<file path="src/ess_pkg.sv">
// Shared types and constants for the elevator stop scheduler.
package ess_pkg;

   localparam int FLOOR_W        = 5;
   localparam int DWELL_W        = 8;
   localparam int NUM_FLOORS_DEF = 32;
   localparam int REQ_DATA_W     = 8;
   localparam int RSP_DATA_W     = 16;
   localparam int CSR_ADDR_W     = 2;
   localparam int CSR_DATA_W     = 8;

   localparam logic [FLOOR_W-1:0] MIN_FLOOR_RST   = 5'd0;
   localparam logic [FLOOR_W-1:0] MAX_FLOOR_RST   = 5'd31;
   localparam logic [DWELL_W-1:0] DWELL_TICKS_RST = 8'd1;

   typedef enum logic [1:0] {
      MODE_TICK = 2'd0,
      MODE_HALL = 2'd1,
      MODE_CAR  = 2'd2
   } mode_type;

   typedef enum logic [1:0] {
      MOT_IDLE = 2'd0,
      MOT_UP   = 2'd1,
      MOT_DOWN = 2'd2
   } motion_type;

   typedef enum logic [CSR_ADDR_W-1:0] {
      CSR_MIN_FLOOR   = 2'd0,
      CSR_MAX_FLOOR   = 2'd1,
      CSR_DWELL_TICKS = 2'd2
   } csr_index_type;

endpackage

</file>
<file path="src/elevator_stop_scheduler.sv">
// Elevator stop scheduler: a single-car controller driven by ticks and calls.
//
// The req channel carries one event per transaction: req_tuser holds the kind
// (tick, hall call or car call) and req_tdata the requested floor. Every
// accepted transaction produces exactly one rsp transaction with the car
// floor, door, motion and status flags after that event.
// The csr channel writes the floor limits and the door dwell; it is always
// ready and should only be used while no event is in flight.
// The response is registered at the edge that accepts the event. Throughput is
// one event per cycle while rsp_tready stays high; the state registers and the
// single response register are the only storage, and the next state comes
// from two priority encoders over the stop maps and one floor step.
// When the receiver stalls, the response register holds its transaction and
// req_tready drops until it is taken; a new event is accepted in the same
// cycle that the held response leaves.
// Reset clears both stop maps, parks the car idle at floor 0 with the door
// closed, and restores the limits to 0 and 31 and the dwell to 1 tick.
module elevator_stop_scheduler #(
   parameter int NUM_FLOORS = ess_pkg::NUM_FLOORS_DEF
) (
   input  logic                             clock,
   input  logic                             reset,
   input  logic                             req_tvalid,
   output logic                             req_tready,
   input  logic [ess_pkg::REQ_DATA_W-1:0]   req_tdata,  // [4:0] floor
   input  logic [1:0]                       req_tuser,  // [1:0] mode
   output logic                             rsp_tvalid,
   input  logic                             rsp_tready,
   // [4:0] current_floor, [5] door_open, [7:6] motion, [8] arrived,
   // [9] request_queued, [10] all_idle
   output logic [ess_pkg::RSP_DATA_W-1:0]   rsp_tdata,
   input  logic                             csr_valid,
   output logic                             csr_ready,
   input  logic [ess_pkg::CSR_ADDR_W-1:0]   csr_addr,
   input  logic [ess_pkg::CSR_DATA_W-1:0]   csr_wdata
);
   import ess_pkg::*;

   localparam int IDX_W  = (NUM_FLOORS > 1) ? $clog2(NUM_FLOORS) : 1;
   localparam int DIST_W = (IDX_W > FLOOR_W) ? IDX_W : FLOOR_W;

   logic [FLOOR_W-1:0]    min_floor_ff, max_floor_ff;
   logic [DWELL_W-1:0]    dwell_ticks_ff;
   logic [NUM_FLOORS-1:0] up_ff, up_in, dn_ff, dn_in;
   logic [FLOOR_W-1:0]    car_ff, car_in;
   motion_type            mot_ff, mot_in;
   logic                  door_ff, door_in;
   logic [DWELL_W-1:0]    dwell_ff, dwell_in;
   logic                  rsp_valid_ff;
   logic [RSP_DATA_W-1:0] rsp_data_ff, rsp_data_in;

   logic                  req_accept;
   mode_type              mode;
   logic [FLOOR_W-1:0]    req_floor;
   logic [DWELL_W-1:0]    dwell_eff;
   logic                  in_range;
   logic [NUM_FLOORS-1:0] call_bit, up_call, dn_call, step_bit, up_clr, dn_clr;
   logic [IDX_W-1:0]      up_lo, dn_hi;
   logic [DIST_W-1:0]     up_pos, dn_pos, car_pos, dist_up, dist_dn;
   motion_type            chosen;
   logic [FLOOR_W-1:0]    step_floor;
   logic                  arrived, queued, all_idle;

   assign req_accept = req_tvalid && req_tready;
   assign req_tready = !rsp_valid_ff || rsp_tready;
   assign csr_ready  = 1'b1;
   assign rsp_tvalid = rsp_valid_ff;
   assign rsp_tdata  = rsp_data_ff;

   assign mode      = mode_type'(req_tuser);
   assign req_floor = req_tdata[FLOOR_W-1:0];
   assign dwell_eff = (dwell_ticks_ff == '0) ? DWELL_W'(1) : dwell_ticks_ff;
   assign in_range  = (req_floor >= min_floor_ff) && (req_floor <= max_floor_ff)
                      && (int'(req_floor) < NUM_FLOORS);

   // One-hot masks for the called floor and for the floor after a step.
   always_comb begin
      for (int i = 0; i < NUM_FLOORS; i++) begin
         call_bit[i] = (int'(req_floor) == i);
         step_bit[i] = (int'(step_floor) == i);
      end
   end

   assign up_call = (req_floor > car_ff) ? (up_ff | call_bit) : up_ff;
   assign dn_call = (req_floor < car_ff) ? (dn_ff | call_bit) : dn_ff;

   // Lowest pending up stop and highest pending down stop.
   always_comb begin
      up_lo = '0;
      for (int i = NUM_FLOORS - 1; i >= 0; i--) begin
         if (up_call[i]) begin
            up_lo = IDX_W'(i);
         end
      end
   end

   always_comb begin
      dn_hi = '0;
      for (int i = 0; i < NUM_FLOORS; i++) begin
         if (dn_call[i]) begin
            dn_hi = IDX_W'(i);
         end
      end
   end

   assign up_pos  = DIST_W'(up_lo);
   assign dn_pos  = DIST_W'(dn_hi);
   assign car_pos = DIST_W'(car_ff);
   assign dist_up = (up_pos > car_pos) ? (up_pos - car_pos) : (car_pos - up_pos);
   assign dist_dn = (dn_pos > car_pos) ? (dn_pos - car_pos) : (car_pos - dn_pos);

   always_comb begin
      if ((up_call == '0) && (dn_call == '0)) begin
         chosen = MOT_IDLE;
      end else if (dn_call == '0) begin
         chosen = MOT_UP;
      end else if (up_call == '0) begin
         chosen = MOT_DOWN;
      end else begin
         chosen = (dist_up <= dist_dn) ? MOT_UP : MOT_DOWN;
      end
   end

   // A moving car steps one floor unless it is held at a limit.
   always_comb begin
      step_floor = car_ff;
      if (mot_ff == MOT_UP) begin
         if ((car_ff < max_floor_ff) && ((int'(car_ff) + 1) < NUM_FLOORS)) begin
            step_floor = car_ff + FLOOR_W'(1);
         end
      end else if (mot_ff == MOT_DOWN) begin
         if (car_ff > min_floor_ff) begin
            step_floor = car_ff - FLOOR_W'(1);
         end
      end
   end

   assign up_clr = up_ff & ~step_bit;
   assign dn_clr = dn_ff & ~step_bit;

   always_comb begin
      up_in    = up_ff;
      dn_in    = dn_ff;
      car_in   = car_ff;
      mot_in   = mot_ff;
      door_in  = door_ff;
      dwell_in = dwell_ff;
      arrived  = 1'b0;
      queued   = 1'b0;
      case (mode)
         MODE_HALL, MODE_CAR: begin
            if (in_range) begin
               queued = 1'b1;
               if (req_floor == car_ff) begin
                  door_in  = 1'b1;
                  dwell_in = dwell_eff;
               end else begin
                  up_in = up_call;
                  dn_in = dn_call;
                  if (mot_ff == MOT_IDLE) begin
                     mot_in = chosen;
                  end
               end
            end
         end
         MODE_TICK: begin
            if (door_ff && (dwell_ff != '0)) begin
               dwell_in = dwell_ff - DWELL_W'(1);
               if (dwell_ff == DWELL_W'(1)) begin
                  door_in = 1'b0;
               end
            end
            if (mot_ff == MOT_UP) begin
               car_in  = step_floor;
               arrived = 1'b1;
               if ((up_ff & step_bit) != '0) begin
                  up_in    = up_clr;
                  door_in  = 1'b1;
                  dwell_in = dwell_eff;
                  if ((up_clr == '0) && (dn_ff == '0)) begin
                     mot_in = MOT_IDLE;
                  end else if (up_clr == '0) begin
                     mot_in = MOT_DOWN;
                  end
               end
            end else if (mot_ff == MOT_DOWN) begin
               car_in  = step_floor;
               arrived = 1'b1;
               if ((dn_ff & step_bit) != '0) begin
                  dn_in    = dn_clr;
                  door_in  = 1'b1;
                  dwell_in = dwell_eff;
                  if ((dn_clr == '0) && (up_ff == '0)) begin
                     mot_in = MOT_IDLE;
                  end else if (dn_clr == '0) begin
                     mot_in = MOT_UP;
                  end
               end
            end
         end
         default: begin
         end
      endcase
   end

   assign all_idle    = (mot_in == MOT_IDLE) && (up_in == '0) && (dn_in == '0);
   assign rsp_data_in = RSP_DATA_W'({all_idle, queued, arrived, mot_in, door_in, car_in});

   always_ff @(posedge clock) begin
      if (reset) begin
         min_floor_ff   <= MIN_FLOOR_RST;
         max_floor_ff   <= MAX_FLOOR_RST;
         dwell_ticks_ff <= DWELL_TICKS_RST;
      end else if (csr_valid && csr_ready) begin
         case (csr_index_type'(csr_addr))
            CSR_MIN_FLOOR:   min_floor_ff   <= csr_wdata[FLOOR_W-1:0];
            CSR_MAX_FLOOR:   max_floor_ff   <= csr_wdata[FLOOR_W-1:0];
            CSR_DWELL_TICKS: dwell_ticks_ff <= csr_wdata[DWELL_W-1:0];
            default: begin
            end
         endcase
      end
   end

   always_ff @(posedge clock) begin
      if (reset) begin
         up_ff    <= '0;
         dn_ff    <= '0;
         car_ff   <= '0;
         mot_ff   <= MOT_IDLE;
         door_ff  <= 1'b0;
         dwell_ff <= '0;
      end else if (req_accept) begin
         up_ff    <= up_in;
         dn_ff    <= dn_in;
         car_ff   <= car_in;
         mot_ff   <= mot_in;
         door_ff  <= door_in;
         dwell_ff <= dwell_in;
      end
   end

   always_ff @(posedge clock) begin
      if (reset) begin
         rsp_valid_ff <= 1'b0;
      end else if (req_accept) begin
         rsp_valid_ff <= 1'b1;
      end else if (rsp_tready) begin
         rsp_valid_ff <= 1'b0;
      end
   end

   always_ff @(posedge clock) begin
      if (req_accept) begin
         rsp_data_ff <= rsp_data_in;
      end
   end

   // An open door always has dwell ticks left to count.
   a_door_dwell: assert property (@(posedge clock) disable iff (reset)
      door_ff |-> (dwell_ff != '0))
      else $error("door open with no dwell left");

   // An idle car has no pending stops.
   a_idle_empty: assert property (@(posedge clock) disable iff (reset)
      (mot_ff == MOT_IDLE) |-> ((up_ff == '0) && (dn_ff == '0)))
      else $error("car idle while stops are pending");

   // Every accepted event leaves a response waiting in the next cycle.
   a_rsp_follows: assert property (@(posedge clock) disable iff (reset)
      req_accept |=> rsp_valid_ff)
      else $error("accepted event produced no response");

endmodule

</file>
<file path="config.mk">
export PLATFORM = sky130hd
export DESIGN_NAME = elevator_stop_scheduler
export DESIGN_NICKNAME = d
export VERILOG_FILES = /design/src/ess_pkg.sv /design/src/elevator_stop_scheduler.sv
export SDC_FILE = /design/constraint.sdc
export NUM_CORES = 1
export LEC_CHECK = 0
export BUFFER_PORTS_ARGS = -buffer_cell sky130_fd_sc_hd__clkbuf_2
export CAP_MARGIN = 20
export CORE_ASPECT_RATIO = 1.5
export CORE_MARGIN = 1.5
export CORE_UTILIZATION = 35
export DETAILED_ROUTE_END_ITERATION = 6
export GPL_ROUTABILITY_DRIVEN = 0
export PLACE_DENSITY = 0.54
export RECOVER_POWER = 100
export SYNTH_ARGS = -nofsm -noshare
export SYNTH_HDL_FRONTEND = slang
export SYNTH_SLANG_ARGS = --single-unit
</file>
<file path="constraint.sdc">
create_clock -name clock -period 12.96 [get_ports clock]
set_input_delay 1.944 -clock clock [delete_from_list [all_inputs] [get_ports clock]]
set_output_delay 1.944 -clock clock [all_outputs]
set_load 0.01 [all_outputs]
</file>
# --- Yosys cells after proc, flatten, opt, wreduce, memory -nomap -nowiden ---
# Cells that the tools add are included.
op_classes:
  add_sub_neg: 8
  multipliers: 0
  div: 0
  n_lt_le_gt_ge: 10
  eq_ne: 72
  shift: 0
  muxes: 124
  bitwise_logic: 7
  reduce_logical: 36
ops:
  columns: ["op", "n"]
  rows:
  - ["$mux 5", 71]
  - ["$mux 32", 11]
  - ["$logic_not 32->1", 8]
  - ["$eq 5x5->1 const B", 32]
  - ["$and 32x32->32", 4]
  - ["$pmux 32 s2", 2]
  - ["$eq 5x4->1 const B", 16]
  - ["$mux 8", 8]
  - ["$or 32x32->32", 2]
  - ["$reduce_bool 32->1", 2]
  - ["$eq 5x3->1 const B", 8]
  - ["$not 32->32", 1]
  - ["$mux 2", 15]
  - ["$eq 5x2->1 const B", 4]
  - ["$gt 5x5->1", 4]
  - ["$sub 5x5->5", 4]
  - ["$pmux 8 s2", 1]
  - ["$mux 1", 14]
  - ["$eq 5x1->1 const B", 2]
  - ["$le 5x5->1", 2]
  - ["$logic_not 5->1", 2]
  - ["$lt 5x5->1", 2]
  - ["$logic_and 1x1->1", 9]
  - ["$eq 8x1->1 const B", 1]
  - ["21 further kinds", 32]
totals:
  regBits: 110
  latch_bits: 0
  ramBits: 0
  mem_bits_ro: 0
  input_bits: 25
  wordCells: 270
  n_memories: 0

# --- Logic depth before layout (Yosys ltp) ---
depth:
  word_depth: 49
  ltp_mapped: 43
  ltp_nobuf: 40

# --- Worst setup path after synthesis ---
# No wires, ideal clock.
synth_path:
  path_kind: "input to register"
  start: "input port req_tdata[0] (netlist bit)"
  end: "register rsp_data_ff[10] (netlist: rsp_tdata[10]), data pin"
  arrival_ps: 9922
  required_ps: 12790
  slack_ps: 2868
  cell_stages: 42
  n_path_buf: 2
  cell_sequence: "clkbuf_1 > inv_1 > ha_1 > nor2b_1 > o21a_1 > o21a_1 > o21ai_0 > and2_1 > clkbuf_1 > nor2b_1 > a21oi_1 > a211o_1 > a221o_1 > a221o_1 > a221o_1 > a221o_1 > a221o_1 > a21oi_1 > (+6 left out) > a21oi_1 > a31oi_1 > mux2_2 > ha_1 > nor2b_1 > o21a_1 > o21ai_0 > nand2b_1 > a21oi_1 > a31oi_1 > a31oi_1 > or3_1 > nand2_1 > nand2_1 > a2111o_1 > or4_1 > or4_1 > nor4_2"
synth_via:
  elab_chain_len: 49
synth_rtl:
  columns: ["element", "line_no", "rtl"]
  rows:
  - ["from (decl)", "elevator_stop_scheduler.sv:25", "input logic [ess_pkg::REQ_DATA_W-1:0] req_tdata,"]
  - ["parallel branches: the longest is 48 deep, another holds $gt 5x5->1", null, null]
  - ["$logic_and 1x1->1 *", "elevator_stop_scheduler.sv:206", "assign all_idle = (mot_in == MOT_IDLE) && (up_in == '0) && (dn_in == '0);"]
  - ["via all_idle", "elevator_stop_scheduler.sv:62", "logic arrived, queued, all_idle;"]
  - ["to (signal assigned)", "elevator_stop_scheduler.sv:255", "rsp_data_ff <= rsp_data_in;"]
  - ["to (decl)", "elevator_stop_scheduler.sv:50", "logic [RSP_DATA_W-1:0] rsp_data_ff, rsp_data_in;"]
# Mark *: on every way through the listed nets, which the timed path passes.
# A chain may end at the register's enable or synchronous reset.

# --- Final worst setup path ---
# Ends and elaborated chain as after synthesis.

==> flow_summary_export.csv <==
group,metric,value,unit
grt,grt_pass1_vias,12400,
grt,antenna_found_initial,2,
die,fp.dieW,149,um
route,wl,56700,um
clocking,postCtsHoldBufs,0,
grt,grt_max_degree,103,
sta,tns,0,ns
run_status,violations,"max-capacitance violations, max-slew violations",
synthesis,synth_top_family_by_area,"compound AO/OA/AOI/OAI gates",
layout,n_fill_cell,3334,
clocking,postCtsSetupBuffers,0,
route,wire_per_inst,29.4,um
placement,numPortBuffers,34,
grt,globalRouteTotalUtil,34.3,%
critical_path,r2r-start,"car_ff[1]",
synthesis,synth_ff_type,"dfxtp_1",
critical_path,worstPathRequired,13.16,ns
route,drtPass1Iterations,6,
critical_path,crit_fanout,24,
placement,dp_hpwl,39400,um
synthesis,synthSimpleGateAreaFrac,26.5,%
clocking,cts-resized-gates,0,
synthesis,yosysMostFrequentCell,"nor2_1",
synthesis,yosysTopAreaCell,"dfxtp_1",
synthesis,yosysSeqAreaShare,20.8,%
sta,timing.hold.ws,0.490,ns
clocking,htree_levels,3,
placement,post-place-ws,1.25,ns
route,drtIter0Drc,1861,
critical_path,start_kind,"input pin",
synthesis,yosys-top-cells-count,"nor2_1 (195), a21oi_1 (155), nand2_1 (145), clkbuf_1 (101), dfxtp_1 (99)",
worst_hold_path,hold_path_class,"reg -> reg",
synthesis,synth_xor_area_share,1.60,%
layout,final_area,11800,sq um
critical_path,slowest_delay,0.54,ns
grt,gr-total-overflow,0,
die,core_area,31100,sq um
route,viasPerCell,6.90,
die,fp.dieArea,32900,sq um
synthesis,syn_area_per_cell,7.11,sq um
pwr,total_power,0.00125,W
synthesis,yosys-top-cells-area,"dfxtp_1 (18%), a21oi_1 (7.0%), nor2_1 (6.6%)",
critical_path,slowest_stage,"and2_0",
sta,rsz0062_at_grt,"no",
layout,seq_area,2310,sq um
clocking,numCtsBuffers,9,
die,pin_count,44,
synthesis,yosys_warnings,0,
synthesis,synth_top_area_share,17.8,%
synthesis,ys_types,99,
sta,setup_ws,1.06,ns
sta,fmax,84.0,MHz
synthesis,synthArstFlopShare,0,%
grt,grt_pass1_wl,82800,um
critical_path,worstSetupEndpointType,"flop",
critical_path,r2r_end,"rsp_tdata[10]",
critical_path,endpoint,"rsp_tdata[10]",
clocking,cts_tree,"done",
die,fp.dieH,221,um
synthesis,syn_inst,1566,
sta,final-hold-violation-count,0,
synthesis,syn_area,11100,sq um
pwr,peakVddDrop,0.0688,mV
critical_path,worstPathArrival,12.09,ns
critical_path,critical_path.startpoint,"req_tdata[0]",
critical_path,cp_common_cell,"a221o_1",
pwr,power.leakage,4.28,nW
synthesis,synth-compound-area-share,34.3,%
clocking,cts_sinks,110,
placement,place_area,11500,sq um
synthesis,synth-edff-count,11,
route,drtAntennaViolNets,0,
synthesis,synth.ff_latch_count,110,
worst_hold_path,min_from,"dwell_ticks_ff[0]",
synthesis,synthAdderAreaFrac,7.24,%
layout,multi_input_area,8010,sq um
route,vias,13300,
die,start_util,35.7,%
sta,slew_viol_final,267,
clocking,clock_latency,0.39,ns
clocking,clkTransAtPathRegs,0.09,ns
clocking,cts_root_buf,"clkbuf_16",
critical_path,critPathKind,"in -> reg",
sta,fin_skew,0.0200,ns
layout,diodes,0,
layout,nNetsFinal,1603,
sta,setup_viol,0,
route,drc,0,
sta,min_period,11.90,ns
layout,area_growth,5.89,%
run_status,status,"complete, but fails checks",
sta,tightest_slew,4.51,ns
synthesis,muxShareOfSynthArea,2.57,%
run,cap_violations,5,
clocking,cts_buffer_depth,2,
critical_path,rr_worst_depth,41,
layout,drive_gt1_share,7.69,%
sta,relSlewSlack,-200,%
die,rows,79,
pwr,p_per_area,106,nW/um^2
sta,period_share,91.8,%
critical_path,rrSetupSlack,1.87,ns
==> cell type report <==
cell class / count / share of cell area, %
Clock buffer: 11 / 2.16
Inverter: 46 / 1.48
Sequential cell: 110 / 19.6
Multi-Input combinational cell: 1275 / 68.0
Timing Repair Buffer: 74 / 3.82
Clock inverter: 5 / 0.637
Tap cell: 405 / 4.30
==> power by group <==
part | total (W) | switching [W] | internal [W] | leakage [nW]
Sequential | 0.000407 | 0.0000446 | 0.000362 | 0.920
Combinational | 0.000528 | 0.000348 | 0.000180 | 3.20
Clock | 0.000315 | 0.000149 | 0.000166 | 0.160
Total | 0.00125 | 0.000542 | 0.000708 | 4.28
==> kinds of logic after synthesis <==
kind of cell,Yosys count
buf+inv,185
mux,27
fa+ha+maj,62
other cells,2
xor+xnor,16
compound gates,552
flops,110
simple gates,612
==> layout by cell type (no fill, tap or decap), types with 44 or more instances in the layout <==
| cell type | netlist | final |
|---|---|---|
| dfxtp_1 | 99 | 99 |
| o21ai_0 | 68 | 70 |
| nor2_1 | 195 | 195 |
| nand3_1 | 63 | 63 |
| nand2_1 | 145 | 144 |
| nor3_1 | 46 | 45 |
| ha_1 | 58 | 58 |
| inv_1 | 43 | 44 |
| a211oi_1 | 59 | 59 |
| a21oi_1 | 155 | 155 |
==> sequential cells by signal, indices dropped and copies added (netlist names) <==
| name | cells |
|---|---|
| car_ff | 5 |
| dn_ff | 32 |
| door_ff | 1 |
| dwell_ff | 8 |
| dwell_ticks_ff | 8 |
| max_floor_ff | 5 |
| min_floor_ff | 5 |
| mot_ff | 2 |
| rsp_tdata | 11 |
| rsp_tvalid | 1 |
| up_ff | 32 |
==> per-layer routing <==
| layer | track usage (%) | part of all wire [%] | vias up |
|---|---|---|---|
| li1 | - | - | 5764 |
| met1 | 38.5 | 34 | 6137 |
| met2 | 53.0 | 44 | 1046 |
| met3 | 9.53 | 11 | 340 |
| met4 | 29.1 | 11 | 2 |
| met5 | 0 | 0.023 | - |
==> critical path: cells and delay by family <==
kind            cells  cell delay (ns)
fa+ha+maj           3             0.79
compound gates     22             4.84
mux                 1             0.41
simple gates       13             3.18
buf+inv             3             0.95
==> metrics by stage <==
step / util (%) / std cells
global placement: 36.9 / 1903
finish: 37.9 / 1926
global route: 37.9 / 1926
detailed placement: 36.9 / 1903
floorplan: - / 1570
CTS: 38.0 / 1919
==> worst min path at each step <==
stage	end	slack (ns)	cells past startpoint
2_1_floorplan	dwell_ticks_ff[0]	0.44	2
3_3_place_gp	dwell_ticks_ff[0]	0.47	2
3_5_place_dp	dwell_ticks_ff[0]	0.48	2
4_1_cts	dwell_ticks_ff[0]	0.50	2
5_1_grt	dwell_ticks_ff[0]	0.55	2
6_report	dwell_ticks_ff[0]	0.49	2
Note: power is estimated with default switching activity, not from simulation.
